**src/rtl/core/ckdma_pkg.sv**
```systemverilog
// Shared types, codes and helpers for the clock divider with sprite DMA.
package ckdma_pkg;

	localparam int unsigned DIV_W      = 5;
	localparam int unsigned MOD_W      = 4;
	localparam int unsigned PHASE_W    = 8;
	localparam int unsigned PERIOD_W   = 9;
	localparam int unsigned STEP_W     = 10;
	localparam int unsigned COUNT_W    = 16;
	localparam int unsigned CFG_IDX_W  = 1;
	localparam int unsigned BIT_IDX_W  = 3;

	localparam logic [DIV_W-1:0]    CPU_DIV_RESET = 5'd12;
	localparam logic [DIV_W-1:0]    PPU_DIV_RESET = 5'd4;
	localparam logic [PERIOD_W-1:0] PERIOD_RESET  = 9'd48;
	localparam logic [7:0]          PAGE_RESET    = 8'hFF;
	localparam logic [STEP_W-1:0]   DMA_LAST_STEP = 10'd513;
	localparam logic [BIT_IDX_W-1:0] BIT_TOP      = 3'd7;

	// Configuration register indexes.
	localparam logic [CFG_IDX_W-1:0] CFG_CPU_DIV = 1'b0;
	localparam logic [CFG_IDX_W-1:0] CFG_PPU_DIV = 1'b1;

	// Item opcodes.
	localparam logic [1:0] OP_TICK  = 2'd0;
	localparam logic [1:0] OP_DMA   = 2'd1;
	localparam logic [1:0] OP_RESET = 2'd2;

	typedef struct packed {
		logic [1:0]  opcode;
		logic [15:0] value;
		logic [7:0]  oam_index;
		logic [7:0]  bus_data;
	} in_item_t;

	typedef struct packed {
		logic        ppu_tick;
		logic        cpu_run;
		logic        mem_read;
		logic [15:0] read_address;
		logic        oam_write;
		logic [7:0]  oam_data;
		logic        dma_busy;
		logic        reset_line;
	} out_item_t;

	// Commands from the controller to the datapath.
	typedef struct packed {
		logic                 accept;
		logic                 cfg_we;
		logic                 div_step;
		logic [BIT_IDX_W-1:0] div_bit;
		logic                 div_commit;
		logic                 busy;
	} cmd_t;

	// Status from the datapath to the controller.
	typedef struct packed {
		logic out_full;
	} status_t;

	// A divider of zero behaves as one, anything above sixteen as sixteen.
	function automatic logic [DIV_W-1:0] clamp_div(input logic [DIV_W-1:0] d);
		logic [DIV_W-1:0] r;
		r = d;
		if (d == 5'd0) begin
			r = 5'd1;
		end else if (d > 5'd16) begin
			r = 5'd16;
		end
		return r;
	endfunction

endpackage

```
**src/rtl/core/ckdma_ctrl.sv**
```systemverilog
// Controller: handshake control and the divider resynchronisation sequence.
module ckdma_ctrl (
	input  logic                clk,
	input  logic                arst_n,
	input  logic                in_valid,
	output logic                in_stall,
	input  logic                out_stall,
	input  logic                cfg_valid,
	output logic                cfg_ready,
	input  ckdma_pkg::status_t  status,
	output ckdma_pkg::cmd_t     cmd
);

	typedef enum logic [1:0] {
		ST_IDLE,
		ST_DIV,
		ST_COMMIT
	} state_t;

	state_t                          state_q;
	logic [ckdma_pkg::BIT_IDX_W-1:0] bit_q;
	logic                            cfg_we;

	assign cfg_ready = (state_q == ST_IDLE);
	assign cfg_we    = cfg_valid && cfg_ready;
	assign in_stall  = (state_q != ST_IDLE) || (status.out_full && out_stall);

	always_comb begin
		cmd            = '0;
		cmd.accept     = in_valid && !in_stall;
		cmd.cfg_we     = cfg_we;
		cmd.div_step   = (state_q == ST_DIV);
		cmd.div_bit    = bit_q;
		cmd.div_commit = (state_q == ST_COMMIT);
		cmd.busy       = (state_q != ST_IDLE);
	end

	always_ff @(posedge clk or negedge arst_n) begin
		if (!arst_n) begin
			state_q <= ST_IDLE;
			bit_q   <= '0;
		end else begin
			case (state_q)
				ST_IDLE: begin
					if (cfg_we) begin
						state_q <= ST_DIV;
						bit_q   <= ckdma_pkg::BIT_TOP;
					end
				end
				ST_DIV: begin
					if (bit_q == '0) begin
						state_q <= ST_COMMIT;
					end else begin
						bit_q <= bit_q - 3'd1;
					end
				end
				ST_COMMIT: begin
					state_q <= ST_IDLE;
				end
				default: begin
					state_q <= ST_IDLE;
				end
			endcase
		end
	end

endmodule

```
**src/rtl/core/ckdma_dp.sv**
```systemverilog
// Datapath: dividers, phase and sub-phase counters, DMA engine, countdown, output register.
module ckdma_dp (
	input  logic                                clk,
	input  logic                                arst_n,
	input  ckdma_pkg::cmd_t                     cmd,
	output ckdma_pkg::status_t                  status,
	input  ckdma_pkg::in_item_t                 in_data,
	input  logic [ckdma_pkg::CFG_IDX_W-1:0]     cfg_index,
	input  logic [ckdma_pkg::DIV_W-1:0]         cfg_data,
	input  logic                                out_stall,
	output logic                                out_valid,
	output ckdma_pkg::out_item_t                out_data
);

	logic [ckdma_pkg::DIV_W-1:0]    cd_q, pd_q;
	logic [ckdma_pkg::PERIOD_W-1:0] period_q;
	logic [ckdma_pkg::PHASE_W-1:0]  phase_q, phase_d;
	logic [ckdma_pkg::MOD_W-1:0]    cmod_q, cmod_d, pmod_q, pmod_d;
	logic [ckdma_pkg::MOD_W-1:0]    crem_q, prem_q, crem_d, prem_d;
	logic                           dma_active_q, dma_active_d;
	logic [7:0]                     page_q, page_d;
	logic [ckdma_pkg::STEP_W-1:0]   step_q, step_d, step_eff;
	logic                           odd_q, odd_d;
	logic [ckdma_pkg::COUNT_W-1:0]  count_q, count_d;
	logic                           out_valid_q;
	ckdma_pkg::out_item_t           out_q, out_d;

	logic                           tick, cpu_slot, ppu_slot, skipped;
	logic [ckdma_pkg::PERIOD_W-1:0] phase_inc;
	logic [ckdma_pkg::DIV_W-1:0]    cmod_inc, pmod_inc, cshift, pshift;
	logic [2*ckdma_pkg::DIV_W-1:0]  period_full;
	logic                           phase_bit;
	logic [15:0]                    dma_addr;

	assign status.out_full = out_valid_q;
	assign out_valid       = out_valid_q;
	assign out_data        = out_q;

	assign tick      = cmd.accept && (in_data.opcode == ckdma_pkg::OP_TICK);
	assign cpu_slot  = (cmod_q == '0);
	assign ppu_slot  = (pmod_q == '0);
	assign phase_inc = {1'b0, phase_q} + 9'd1;
	assign cmod_inc  = {1'b0, cmod_q} + 5'd1;
	assign pmod_inc  = {1'b0, pmod_q} + 5'd1;
	assign dma_addr  = {page_q, in_data.oam_index};

	// One restoring step of phase modulo each divider.
	assign phase_bit   = phase_q[cmd.div_bit];
	assign cshift      = {crem_q, phase_bit};
	assign pshift      = {prem_q, phase_bit};
	assign crem_d      = (cshift >= cd_q) ? 4'(cshift - cd_q) : cshift[ckdma_pkg::MOD_W-1:0];
	assign prem_d      = (pshift >= pd_q) ? 4'(pshift - pd_q) : pshift[ckdma_pkg::MOD_W-1:0];
	assign period_full = cd_q * pd_q;

	always_comb begin
		phase_d      = phase_q;
		cmod_d       = cmod_q;
		pmod_d       = pmod_q;
		dma_active_d = dma_active_q;
		page_d       = page_q;
		step_d       = step_q;
		odd_d        = odd_q;
		count_d      = count_q;
		out_d        = '0;
		skipped      = 1'b0;
		step_eff     = step_q;

		if (cmd.accept) begin
			case (in_data.opcode)
				ckdma_pkg::OP_DMA: begin
					dma_active_d = 1'b1;
					page_d       = in_data.value[7:0];
					step_d       = '0;
				end
				ckdma_pkg::OP_RESET: begin
					count_d = in_data.value;
				end
				default: begin
				end
			endcase
		end

		if (tick) begin
			if (ppu_slot) begin
				out_d.ppu_tick = 1'b1;
				if (count_q != '0) begin
					count_d = count_q - 16'd1;
				end
			end
			if (cpu_slot) begin
				if (dma_active_q) begin
					if (step_q == '0) begin
						out_d.mem_read     = 1'b1;
						out_d.read_address = dma_addr;
					end else begin
						if (step_q == 10'd1) begin
							step_eff = 10'd2;
							skipped  = odd_q;
						end
						if (!skipped) begin
							if (step_eff[0]) begin
								out_d.oam_write = 1'b1;
								out_d.oam_data  = in_data.bus_data;
							end else begin
								out_d.mem_read     = 1'b1;
								out_d.read_address = dma_addr;
							end
						end
					end
					step_d = skipped ? step_eff : step_eff + 10'd1;
					if (!skipped && (step_eff + 10'd1 > ckdma_pkg::DMA_LAST_STEP)) begin
						dma_active_d = 1'b0;
					end
				end else begin
					out_d.cpu_run = 1'b1;
				end
				odd_d = !odd_q;
			end
			if (phase_inc >= period_q) begin
				phase_d = '0;
				cmod_d  = '0;
				pmod_d  = '0;
			end else begin
				phase_d = phase_inc[ckdma_pkg::PHASE_W-1:0];
				cmod_d  = (cmod_inc == cd_q) ? '0 : cmod_inc[ckdma_pkg::MOD_W-1:0];
				pmod_d  = (pmod_inc == pd_q) ? '0 : pmod_inc[ckdma_pkg::MOD_W-1:0];
			end
		end

		if (cmd.div_commit) begin
			cmod_d = crem_q;
			pmod_d = prem_q;
		end

		out_d.dma_busy   = dma_active_d;
		out_d.reset_line = (count_d == '0);
	end

	always_ff @(posedge clk or negedge arst_n) begin
		if (!arst_n) begin
			cd_q         <= ckdma_pkg::CPU_DIV_RESET;
			pd_q         <= ckdma_pkg::PPU_DIV_RESET;
			period_q     <= ckdma_pkg::PERIOD_RESET;
			phase_q      <= '0;
			cmod_q       <= '0;
			pmod_q       <= '0;
			crem_q       <= '0;
			prem_q       <= '0;
			dma_active_q <= 1'b0;
			page_q       <= ckdma_pkg::PAGE_RESET;
			step_q       <= '0;
			odd_q        <= 1'b1;
			count_q      <= '0;
			out_valid_q  <= 1'b0;
		end else begin
			phase_q      <= phase_d;
			cmod_q       <= cmod_d;
			pmod_q       <= pmod_d;
			dma_active_q <= dma_active_d;
			page_q       <= page_d;
			step_q       <= step_d;
			odd_q        <= odd_d;
			count_q      <= count_d;
			if (cmd.cfg_we) begin
				if (cfg_index == ckdma_pkg::CFG_CPU_DIV) begin
					cd_q <= ckdma_pkg::clamp_div(cfg_data);
				end else begin
					pd_q <= ckdma_pkg::clamp_div(cfg_data);
				end
				crem_q <= '0;
				prem_q <= '0;
			end else if (cmd.div_step) begin
				crem_q <= crem_d;
				prem_q <= prem_d;
			end
			if (cmd.div_commit) begin
				period_q <= period_full[ckdma_pkg::PERIOD_W-1:0];
			end
			if (cmd.accept) begin
				out_valid_q <= 1'b1;
			end else if (!out_stall) begin
				out_valid_q <= 1'b0;
			end
		end
	end

	always_ff @(posedge clk) begin
		if (cmd.accept) begin
			out_q <= out_d;
		end
	end

	// Outside a resynchronisation the sub-phase counters sit below their dividers.
	a_mod_range: assert property (@(posedge clk) disable iff (!arst_n)
		!cmd.busy |-> ({1'b0, cmod_q} < cd_q) && ({1'b0, pmod_q} < pd_q))
		else $error("sub-phase counter out of range");

	// A running transfer never passes its last step.
	a_step_range: assert property (@(posedge clk) disable iff (!arst_n)
		dma_active_q |-> (step_q <= ckdma_pkg::DMA_LAST_STEP))
		else $error("DMA step beyond last step");

	// A CPU cycle is never also a DMA bus cycle, and a read never coincides with a write.
	a_bus_excl: assert property (@(posedge clk) disable iff (!arst_n)
		out_valid_q |-> !(out_q.mem_read && out_q.oam_write) &&
			!(out_q.cpu_run && (out_q.mem_read || out_q.oam_write)))
		else $error("conflicting bus actions in one result");

	// Items are refused while the sub-phase counters are being rebuilt.
	a_no_accept_busy: assert property (@(posedge clk) disable iff (!arst_n)
		cmd.busy |-> !cmd.accept)
		else $error("item accepted during resynchronisation");

endmodule

```
**src/rtl/core/clock_divider_with_sprite_dma.sv**
```systemverilog
// Top level of the master-clock sequencer with sprite DMA.
//
// Each input beat is one item: a master clock tick, a sprite DMA start or a load of the
// reset countdown. Each accepted beat yields exactly one output beat giving the PPU and
// CPU tick flags, any DMA read or sprite memory write, and the DMA and reset status.
// Both item channels use valid and stall; a beat moves on an edge with valid high and
// stall low. The result of an item is registered and appears the cycle after it is
// accepted, and a new item is taken in the same cycle a waiting result is taken, so the
// block sustains one item per cycle outside a divider rebuild. When the receiver stalls
// with a result held, the input is stalled until the result, unchanged, is taken.
// The two dividers are written through the configuration channel while idle. After each
// write the block rebuilds its per-divider phase counters (eight
// restoring remainder steps and one commit, then the product of the dividers is latched)
// and stalls the input meanwhile; configuration ready is low throughout as well.
// After reset the dividers are twelve and four, the phase is zero, no DMA is running,
// the source page is 0xFF and the CPU cycle parity is odd.
module clock_divider_with_sprite_dma (
	input  logic                            clk,
	input  logic                            arst_n,
	input  logic                            in_valid,
	output logic                            in_stall,
	input  ckdma_pkg::in_item_t             in_data,
	output logic                            out_valid,
	input  logic                            out_stall,
	output ckdma_pkg::out_item_t            out_data,
	input  logic                            cfg_valid,
	output logic                            cfg_ready,
	input  logic [ckdma_pkg::CFG_IDX_W-1:0] cfg_index,
	input  logic [ckdma_pkg::DIV_W-1:0]     cfg_data
);

	ckdma_pkg::cmd_t    cmd;
	ckdma_pkg::status_t status;

	// The controller owns the handshakes and the divider resynchronisation sequence.
	ckdma_ctrl u_ctrl (
		.clk       (clk),
		.arst_n    (arst_n),
		.in_valid  (in_valid),
		.in_stall  (in_stall),
		.out_stall (out_stall),
		.cfg_valid (cfg_valid),
		.cfg_ready (cfg_ready),
		.status    (status),
		.cmd       (cmd)
	);

	// The datapath holds all architectural state and the output register.
	ckdma_dp u_dp (
		.clk       (clk),
		.arst_n    (arst_n),
		.cmd       (cmd),
		.status    (status),
		.in_data   (in_data),
		.cfg_index (cfg_index),
		.cfg_data  (cfg_data),
		.out_stall (out_stall),
		.out_valid (out_valid),
		.out_data  (out_data)
	);

endmodule
```
**config.mk**
```make
export PLATFORM = sky130hd
export DESIGN_NAME = clock_divider_with_sprite_dma
export DESIGN_NICKNAME = d
export VERILOG_FILES = /design/src/rtl/core/ckdma_pkg.sv /design/src/rtl/core/ckdma_ctrl.sv /design/src/rtl/core/ckdma_dp.sv /design/src/rtl/core/clock_divider_with_sprite_dma.sv
export SDC_FILE = /design/constraint.sdc
export NUM_CORES = 1
export LEC_CHECK = 0
export BUFFER_PORTS_ARGS = -buffer_cell sky130_fd_sc_hd__buf_2
export CORE_MARGIN = 2
export CORE_UTILIZATION = 40
export CTS_CLUSTER_DIAMETER = 60
export CTS_CLUSTER_SIZE = 30
export DETAILED_ROUTE_END_ITERATION = 16
export SLEW_MARGIN = 0
export SYNTH_ARGS = -nofsm -noshare
export SYNTH_HDL_FRONTEND = slang
export SYNTH_SLANG_ARGS = --single-unit
```
**constraint.sdc**
```tcl
create_clock -name clk -period 4.7 [get_ports clk]
set_input_delay 0.94 -clock clk [delete_from_list [all_inputs] [get_ports clk]]
set_output_delay 0.94 -clock clk [all_outputs]
set_load 0.1 [all_outputs]
```
==> results of run 1 <==
[per-stage QoR]
step | util | total power [µW] | cells | instance area, µm²
2_1_floorplan | - | 3200 | 743 | 7111
3_3_place_gp | 0.4437 | 3643 | 1023 | 7701
3_5_place_dp | 0.4437 | 3658 | 1023 | 7701
4_1_cts | 0.4774 | 4966 | 1055 | 8287
5_1_grt | 0.4774 | 5295 | 1055 | 8287
6_report | 0.4774 | 4919 | 1055 | 8287
[cells in the mapped netlist (3+ instances only)]
cell and count:
o21ai_0 48, o21bai_1 3, clkbuf_1 22, and2_1 14, nand2_1 85, and3_1 30
nor4_1 4, buf_2 3, a21oi_1 28, or4_1 3, or2_1 3, a21o_1 15
nand3_1 30, edfxtp_1 30, mux2_2 12, o32a_1 4, or3_1 10, nor2_1 60
nor3b_1 6, o21ai_1 7, mux2i_1 12, nand4b_1 3, o31a_1 3, xnor2_1 20
a211oi_1 3, fa_1 10, o22ai_1 4, xor2_1 10, nand2b_1 11, a31oi_1 3
dfstp_2 14, inv_1 53, o211ai_1 3, nor3_1 16, ha_1 48, dfrtp_1 71
[layout make-up]
cell class,count,area [µm²],share of cell area
Multi-Input combinational cell,549,3757,0.4534
Sequential cell,115,3045,0.3675
Clock buffer,18,429.2,0.05179
Timing Repair Buffer,81,417.9,0.05043
Tap cell,225,281.5,0.03397
Inverter,53,198.9,0.02401
Clock inverter,14,156.4,0.01887
[worst min-delay path by stage]
stage | to | slack (ps) | cells after the start
after floorplan | u_dp.period_q[6] | 450 | 2
after global placement | u_dp.period_q[6] | 470 | 2
after detailed placement | u_dp.period_q[6] | 470 | 2
after CTS | u_dp.period_q[6] | 480 | 2
after global routing | u_dp.period_q[5] | 510 | 2
final | u_dp.period_q[6] | 480 | 2
[logic make-up (layout without fill, tap and decap cells)]
kind of cell | Yosys count | in the layout
adders and majority gates | 58 | 58
AOI/OAI and AO/OA | 145 | 145
buffers and inverters | 79 | 166
DFF | 115 | 115
and+or+nand+nor | 290 | 290
xor gates and xnor gates | 30 | 30
muxes | 26 | 26
[registers in the layout, summed over array words and instances (netlist names), 2 cells and up]
register and count:
u_ctrl.state_q 2, u_dp.out_data 30, u_dp.period_q 9, u_dp.cmod_q 4, u_ctrl.bit_q 3, u_dp.pmod_q 4, u_dp.phase_q 8, u_dp.pd_q 5
u_dp.count_q 16, u_dp.step_q 10, u_dp.page_q 8, u_dp.prem_q 4, u_dp.cd_q 5, u_dp.crem_q 4
[power by group through the flow]
| stage | Clock, µW | Sequential, µW | Combinational (µW) |
|---|---|---|---|
| 6_report | 1280 | 1730 | 1920 |
| 5_1_grt | 1350 | 1780 | 2170 |
| 4_1_cts | 1310 | 1720 | 1940 |
| 3_5_place_dp | 0 | 1740 | 1920 |
| 3_3_place_gp | 0 | 1730 | 1910 |
| 2_1_floorplan | 0 | 1820 | 1380 |
[critical path, cell delays in order (launching register included)]
cell      delay, ps
dfstp_2         610
nand2_1         100
fa_1            470
fa_1            510
fa_1            540
inv_1            40
ha_1            320
a21o_1          170
a21oi_1         210
o21bai_1         80
a21oi_1         170
xnor2_1         130
o21ai_0          80
[layer usage]
| metal | GRT usage | vias up | share of wire |
|---|---|---|---|
| li1 | - | 2779 | - |
| met1 | 0.2368 | 2622 | 0.46 |
| met2 | 0.3015 | 126 | 0.47 |
| met3 | 0.03642 | 26 | 0.049 |
| met4 | 0.07216 | 0 | 0.021 |
| met5 | 0 | - | 0 |
==> flow_metrics.env, run 1 <==
export IMPL_crit_type="reg2reg"
export IMPL_reg2reg_to="u_dp.period_q[8]"
export IMPL_chipHeight_um=137.3
export IMPL_internal_power_uw=2905
export IMPL_maxCapViolCount=0
export IMPL_power_frac_comb=0.390
export IMPL_ios=78
export IMPL_grt_util_all_layers=0.1830
export IMPL_synth_mux_area_frac=0.04223
export IMPL_core_um2=17360
export IMPL_hold_viol=0
export IMPL_drt_initial_drc_count=407
export IMPL_report_final_slew_viol_count=0
export IMPL_swShare=0.4095
export IMPL_synth_xor_area_share=0.03695
export IMPL_layout_commonest_cell="nand2_1"
export IMPL_grt_pass1_vias=5456
export IMPL_ant_nets=0
export IMPL_worst_pin_slew_ps=1094
export IMPL_cts_sinks=115
export IMPL_fin_setup_tns_ps=0
export IMPL_cts_resized=0
export IMPL_synth_top_family_by_area="simple AND/OR/NAND/NOR gates"
export IMPL_synth_seq_cells=115
export IMPL_synthTopCellsByArea="dfrtp_1 25%, edfxtp_1 13%, ha_1 8.4%, dfstp_2 5.2%, nand2_1 4.5%"
export IMPL_setup_viol=0
export IMPL_worstSkewPairLatency_ps=420
export IMPL_setup_slack_ps=1123
export IMPL_fin_crit_ps=3577
export IMPL_dp_worst_setup_slack_ps=1035
export IMPL_hold_class="reg2reg"
export IMPL_synthToLayoutAreaGrowth_pct=16.54
export IMPL_fin_nets=920
export IMPL_reg2reg_depth=12
export IMPL_rows=48
export IMPL_mostFrequentLayoutCells="85 x nand2_1, 76 x buf_2, 71 x dfrtp_1, 60 x nor2_1, 53 x inv_1"
export IMPL_routed_wl_um=16040
export IMPL_arrival_ps=3840
export IMPL_avgSynthCellArea_um2=9.570
export IMPL_cp_endpoint="u_dp.period_q[8]"
export IMPL_cts_buffers=17
export IMPL_globalRouteOverflowTotal=0
export IMPL_rsz0062_at_grt="no"
export IMPL_synth_largest_area_cell="dfrtp_1"
export IMPL_critPathCaptureType="register"
export IMPL_ys_types=68
export IMPL_synthArstFlopShare=0.7391
export IMPL_grt_max_degree=61
export IMPL_clockRootBuffer="clkbuf_16"
export IMPL_num_vias=5553
export IMPL_slew_headroom=0.2696
export IMPL_p_clk_frac=0.259
export IMPL_final_fill_count=1659
export IMPL_synth_simple_area_share=0.2062
export IMPL_yosys_warnings=0
export IMPL_die_w_um=137.3
export IMPL_status="finished clean"
export IMPL_r2r_slack_ps=1120
export IMPL_gp_congestion=0.8567
export IMPL_htree_levels=4
export IMPL_drc=0
export IMPL_syn_area_um2=7111
export IMPL_hpwl_um=11920
export IMPL_power_frac_seq=0.351
export IMPL_synth_compound_area_frac=0.1304
export IMPL_holdWs_ps=478.6
export IMPL_die_area_um2=18860
export IMPL_p_sw_uw=2015
export IMPL_synth_ff_type="dfrtp_1"
export IMPL_synth_edff_count=30
export IMPL_start_kind="register"
export IMPL_critPathMaxFanout=9
export IMPL_cts_reportedPaths_clkPinSlew_ps=50
export IMPL_ctsHoldBuffers=0
export IMPL_yosysSeqAreaShare=0.4283
export IMPL_fin_crit_sh=0.7610
export IMPL_skew_ps=9.721
export IMPL_diodes=0
export IMPL_initial_utilization=0.4097
export IMPL_cts_setup_buffers=0
export IMPL_leakagePower_uw=0.003744
export IMPL_wire_per_inst_um=15.20
export IMPL_power_density_nw_per_um2=593.7
export IMPL_synth_adder_area_share=0.1126
export IMPL_grt_pass1_wl_um=27030
export IMPL_antenna_found_initial=0
export IMPL_r2r_start="u_dp.cd_q[2]"
export IMPL_drtPass1Iterations=4
export IMPL_required_ps=4960
export IMPL_post_drt_via_cell_ratio=5.264
export IMPL_cts_tree="built"
export IMPL_io_buffers=77
export IMPL_synth_nets=846
export IMPL_ir_drop_v=0.0004005
export IMPL_clock_path_buffers=2
export IMPL_syn_inst=743
export IMPL_fmax_mhz=279.6
export IMPL_drive_gt1_frac=0.1795
export IMPL_critPathLaunch="u_dp.cd_q[2]"
export IMPL_synth_top_area_frac=0.2499
export IMPL_worstHoldStart="u_dp.period_q[6]"
(Power assumes the default switching activity.)
==> run 2: changes to the inputs <==
ABC_AREA = 1   (was unset)
clock period = 3 ns   (was 4.7 ns; I/O delays follow)
==> run 2 against run 1 <==
Effect of this change: the run now ends with setup timing left; first-iteration DRC count rose by 14%; fmax increased by 14%; critical path depth increased by 2; via count increased by 17%; highest routed layer unchanged; wire length grew 9.6%; worst setup slack got worse by 1200 ps; sequential share of layout area is 3.4 points lower; core utilization rose by 1.2 points; combinational power grew to 2.6 times the previous value; synthesized cell count increased by 35%; cell count is 29% higher; clock-buffer cell count is 1 lower.
==> flow_metrics.env, run 2 <==
export IMPL_status="finished with violations"
export IMPL_violations="setup timing"
export IMPL_ios=78
export IMPL_setup_slack_ps=-125.9
export IMPL_num_vias=6504
export IMPL_grt_max_degree=48
export IMPL_power_density_nw_per_um2=1070
export IMPL_synth_edff_count=30
export IMPL_yosysMostFrequentCell="nand2_1"
export IMPL_arrival_ps=3470
export IMPL_ys_types=39
export IMPL_setup_viol=4
export IMPL_ant_nets=0
export IMPL_clock_path_buffers=2
export IMPL_ir_drop_v=0.0005816
export IMPL_mostFrequentLayoutCells="269 x nand2_1, 173 x inv_1, 101 x nor2_1, 76 x buf_2, 71 x dfrtp_1"
export IMPL_drtPass1Iterations=4
export IMPL_fin_crit_sh=1.042
export IMPL_synthArstFlopShare=0.7391
export IMPL_start_kind="register"
export IMPL_multi_input_area_um2=3814
export IMPL_crit_slowest_cell="dfstp_2"
export IMPL_fin_nets=1218
export IMPL_fin_crit_ps=3126
export IMPL_rsz0062_at_grt="yes"
export IMPL_cp_slowest_stage_delay_ps=560
export IMPL_routed_wl_um=17580
export IMPL_critPathMaxFanout=4
export IMPL_final_fill_count=1840
export IMPL_cts_reportedPaths_clkPinSlew_ps=60
export IMPL_globalRouteOverflowTotal=0
export IMPL_avgSynthCellArea_um2=7.567
export IMPL_report_final_slew_viol_count=0
export IMPL_crit_type="reg2reg"
export IMPL_slew_headroom=0.5739
export IMPL_synthTopCellsByCount="274 x nand2_1, 174 x inv_1, 101 x nor2_1"
export IMPL_placed_cells=1324
export IMPL_synthTopCellsByArea="dfrtp_1 23%, nand2_1 14%, edfxtp_1 12%, inv_1 8.6%, ha_1 7.9%"
export IMPL_htree_levels=4
export IMPL_post_drt_via_cell_ratio=4.775
export IMPL_drive_gt1_frac=0.1773
export IMPL_synth_nets=1103
export IMPL_synthToLayoutAreaGrowth_pct=20.70
export IMPL_syn_area_um2=7567
export IMPL_die_w_um=141.5
export IMPL_largest_reg_flops=30
export IMPL_path_common_cell="nand2_2"
export IMPL_cts_buffers=17
export IMPL_grt_pass1_wl_um=29750
export IMPL_grt_pass1_vias=6069
export IMPL_fin_area_um2=9134
export IMPL_gp_congestion=0.8611
export IMPL_wire_per_inst_um=12.91
export IMPL_critPathCaptureType="register"
export IMPL_clockRootBuffer="clkbuf_16"
export IMPL_hold_viol=0
export IMPL_synth_largest_area_cell="dfrtp_1"
export IMPL_maxCapViolCount=0
export IMPL_required_ps=3340
export IMPL_hold_class="in2async"
export IMPL_chipHeight_um=141.5
export IMPL_syn_inst=1000
export IMPL_yosysSeqAreaShare=0.4024
export IMPL_hpwl_um=13180
export IMPL_leakagePower_uw=0.004742
export IMPL_io_buffers=77
export IMPL_path_cells="nand2_2, fa_1, fa_1, fa_1, inv_2, ha_4, nand3_2, nand2_2, nand2_2, buf_4, buf_4, buf_4, nand2_2, o22ai_1"
export IMPL_initial_utilization=0.4059
export IMPL_worstSkewPairLatency_ps=420
export IMPL_synth_seq_cells=115
export IMPL_die_area_um2=20040
export IMPL_placed_area_um2=8437
export IMPL_rows=50
export IMPL_antenna_found_initial=0
export IMPL_ctsHoldBuffers=0
export IMPL_fmax_mhz=319.9
export IMPL_cts_tree="built"
export IMPL_yosys_warnings=0
export IMPL_grt_util_all_layers=0.1853
export IMPL_synth_top_area_frac=0.2348
export IMPL_skew_ps=6.745
export IMPL_worst_pin_slew_ps=639.1
export IMPL_holdWs_ps=205.0
export IMPL_diodes=0
export IMPL_layout_commonest_cell="nand2_1"
export IMPL_finalNonFillerCells=1362
export IMPL_drt_initial_drc_count=466
export IMPL_ff_latch_area_um2=3045
export IMPL_drc=0
export IMPL_cts_sinks=115
export IMPL_core_um2=18640
export IMPL_synth_ff_type="dfrtp_1"
-- run 2: final cells by class --
cell class	instances	area share
Clock buffer	17	0.04658
Inverter	179	0.07356
Timing Repair Buffer	117	0.07671
Clock inverter	15	0.02014
Sequential cell	115	0.3334
Tap cell	234	0.03205
Multi-Input combinational cell	685	0.4175
-- run 2: logic make-up after synthesis --
| logic type | synth area share |
|---|---|
| adders and majority gates | 0.1058 |
| DFF | 0.4024 |
| buffers and inverters | 0.1027 |
| and+or+nand+nor | 0.2770 |
| AOI/OAI and AO/OA | 0.07507 |
| xor gates and xnor gates | 0.03704 |
-- run 2: path summary, 6_finish.rpt --
check | from | endpoint | slack [ps] | cells after the start
worst max-delay path | u_dp.pd_q[2] | u_dp.period_q[5] | -130 | 14
worst min-delay path | arst_n | u_dp.pd_q[4] | 210 | 1
worst max register to register | u_dp.pd_q[2] | u_dp.period_q[5] | -130 | 14
worst min register to register | u_dp.period_q[8] | u_dp.period_q[8] | 480 | 2
max in group asynchronous | arst_n | u_dp.period_q[5] | 2080 | 2
min in group clk | in_data[21] | u_dp.page_q[5] | 420 | 3
-- run 2: power by group --
group,internal (µW),leakage (µW),switching [µW]
registers,2230,0.00133,518
clock network,1270,0.000302,837
logic,1790,0.00311,3140
-- run 2: timing repair --
action,4_1_cts,5_1_grt
gates resized for setup,3,5
setup buffers,5,1
pin swaps,11,2
setup endpoints to repair,3,4
-- run 2: stage by stage --
step,setup WS (ps),utilization,setup TNS [ps],power [µW]
2_1_floorplan,-157.7,-,-244.1,6344
3_3_place_gp,-151.6,0.4526,-278.1,7518
3_5_place_dp,-192.3,0.4526,-347.6,7579
4_1_cts,-146.7,0.4887,-258.0,9817
5_1_grt,-294.8,0.4899,-910.7,10680
6_report,-125.9,0.4899,-345.6,9775
-- run 2: per-layer routing --
metal | up-vias | wire length, µm | GRT usage
li1 | 3408 | - | -
met1 | 2950 | 8770 | 0.2610
met4 | 0 | 138 | 0.04421
met3 | 13 | 623 | 0.03712
met2 | 133 | 8047 | 0.2954
met5 | - | 0 | 0
-- run 2: worst max-delay path: cells and delay by family, from the launching register on --
kind	cells	cell delay [ps]
DFF	1	560
adders and majority gates	4	1710
and+or+nand+nor	5	310
AOI/OAI and AO/OA	1	60
buffers and inverters	4	410
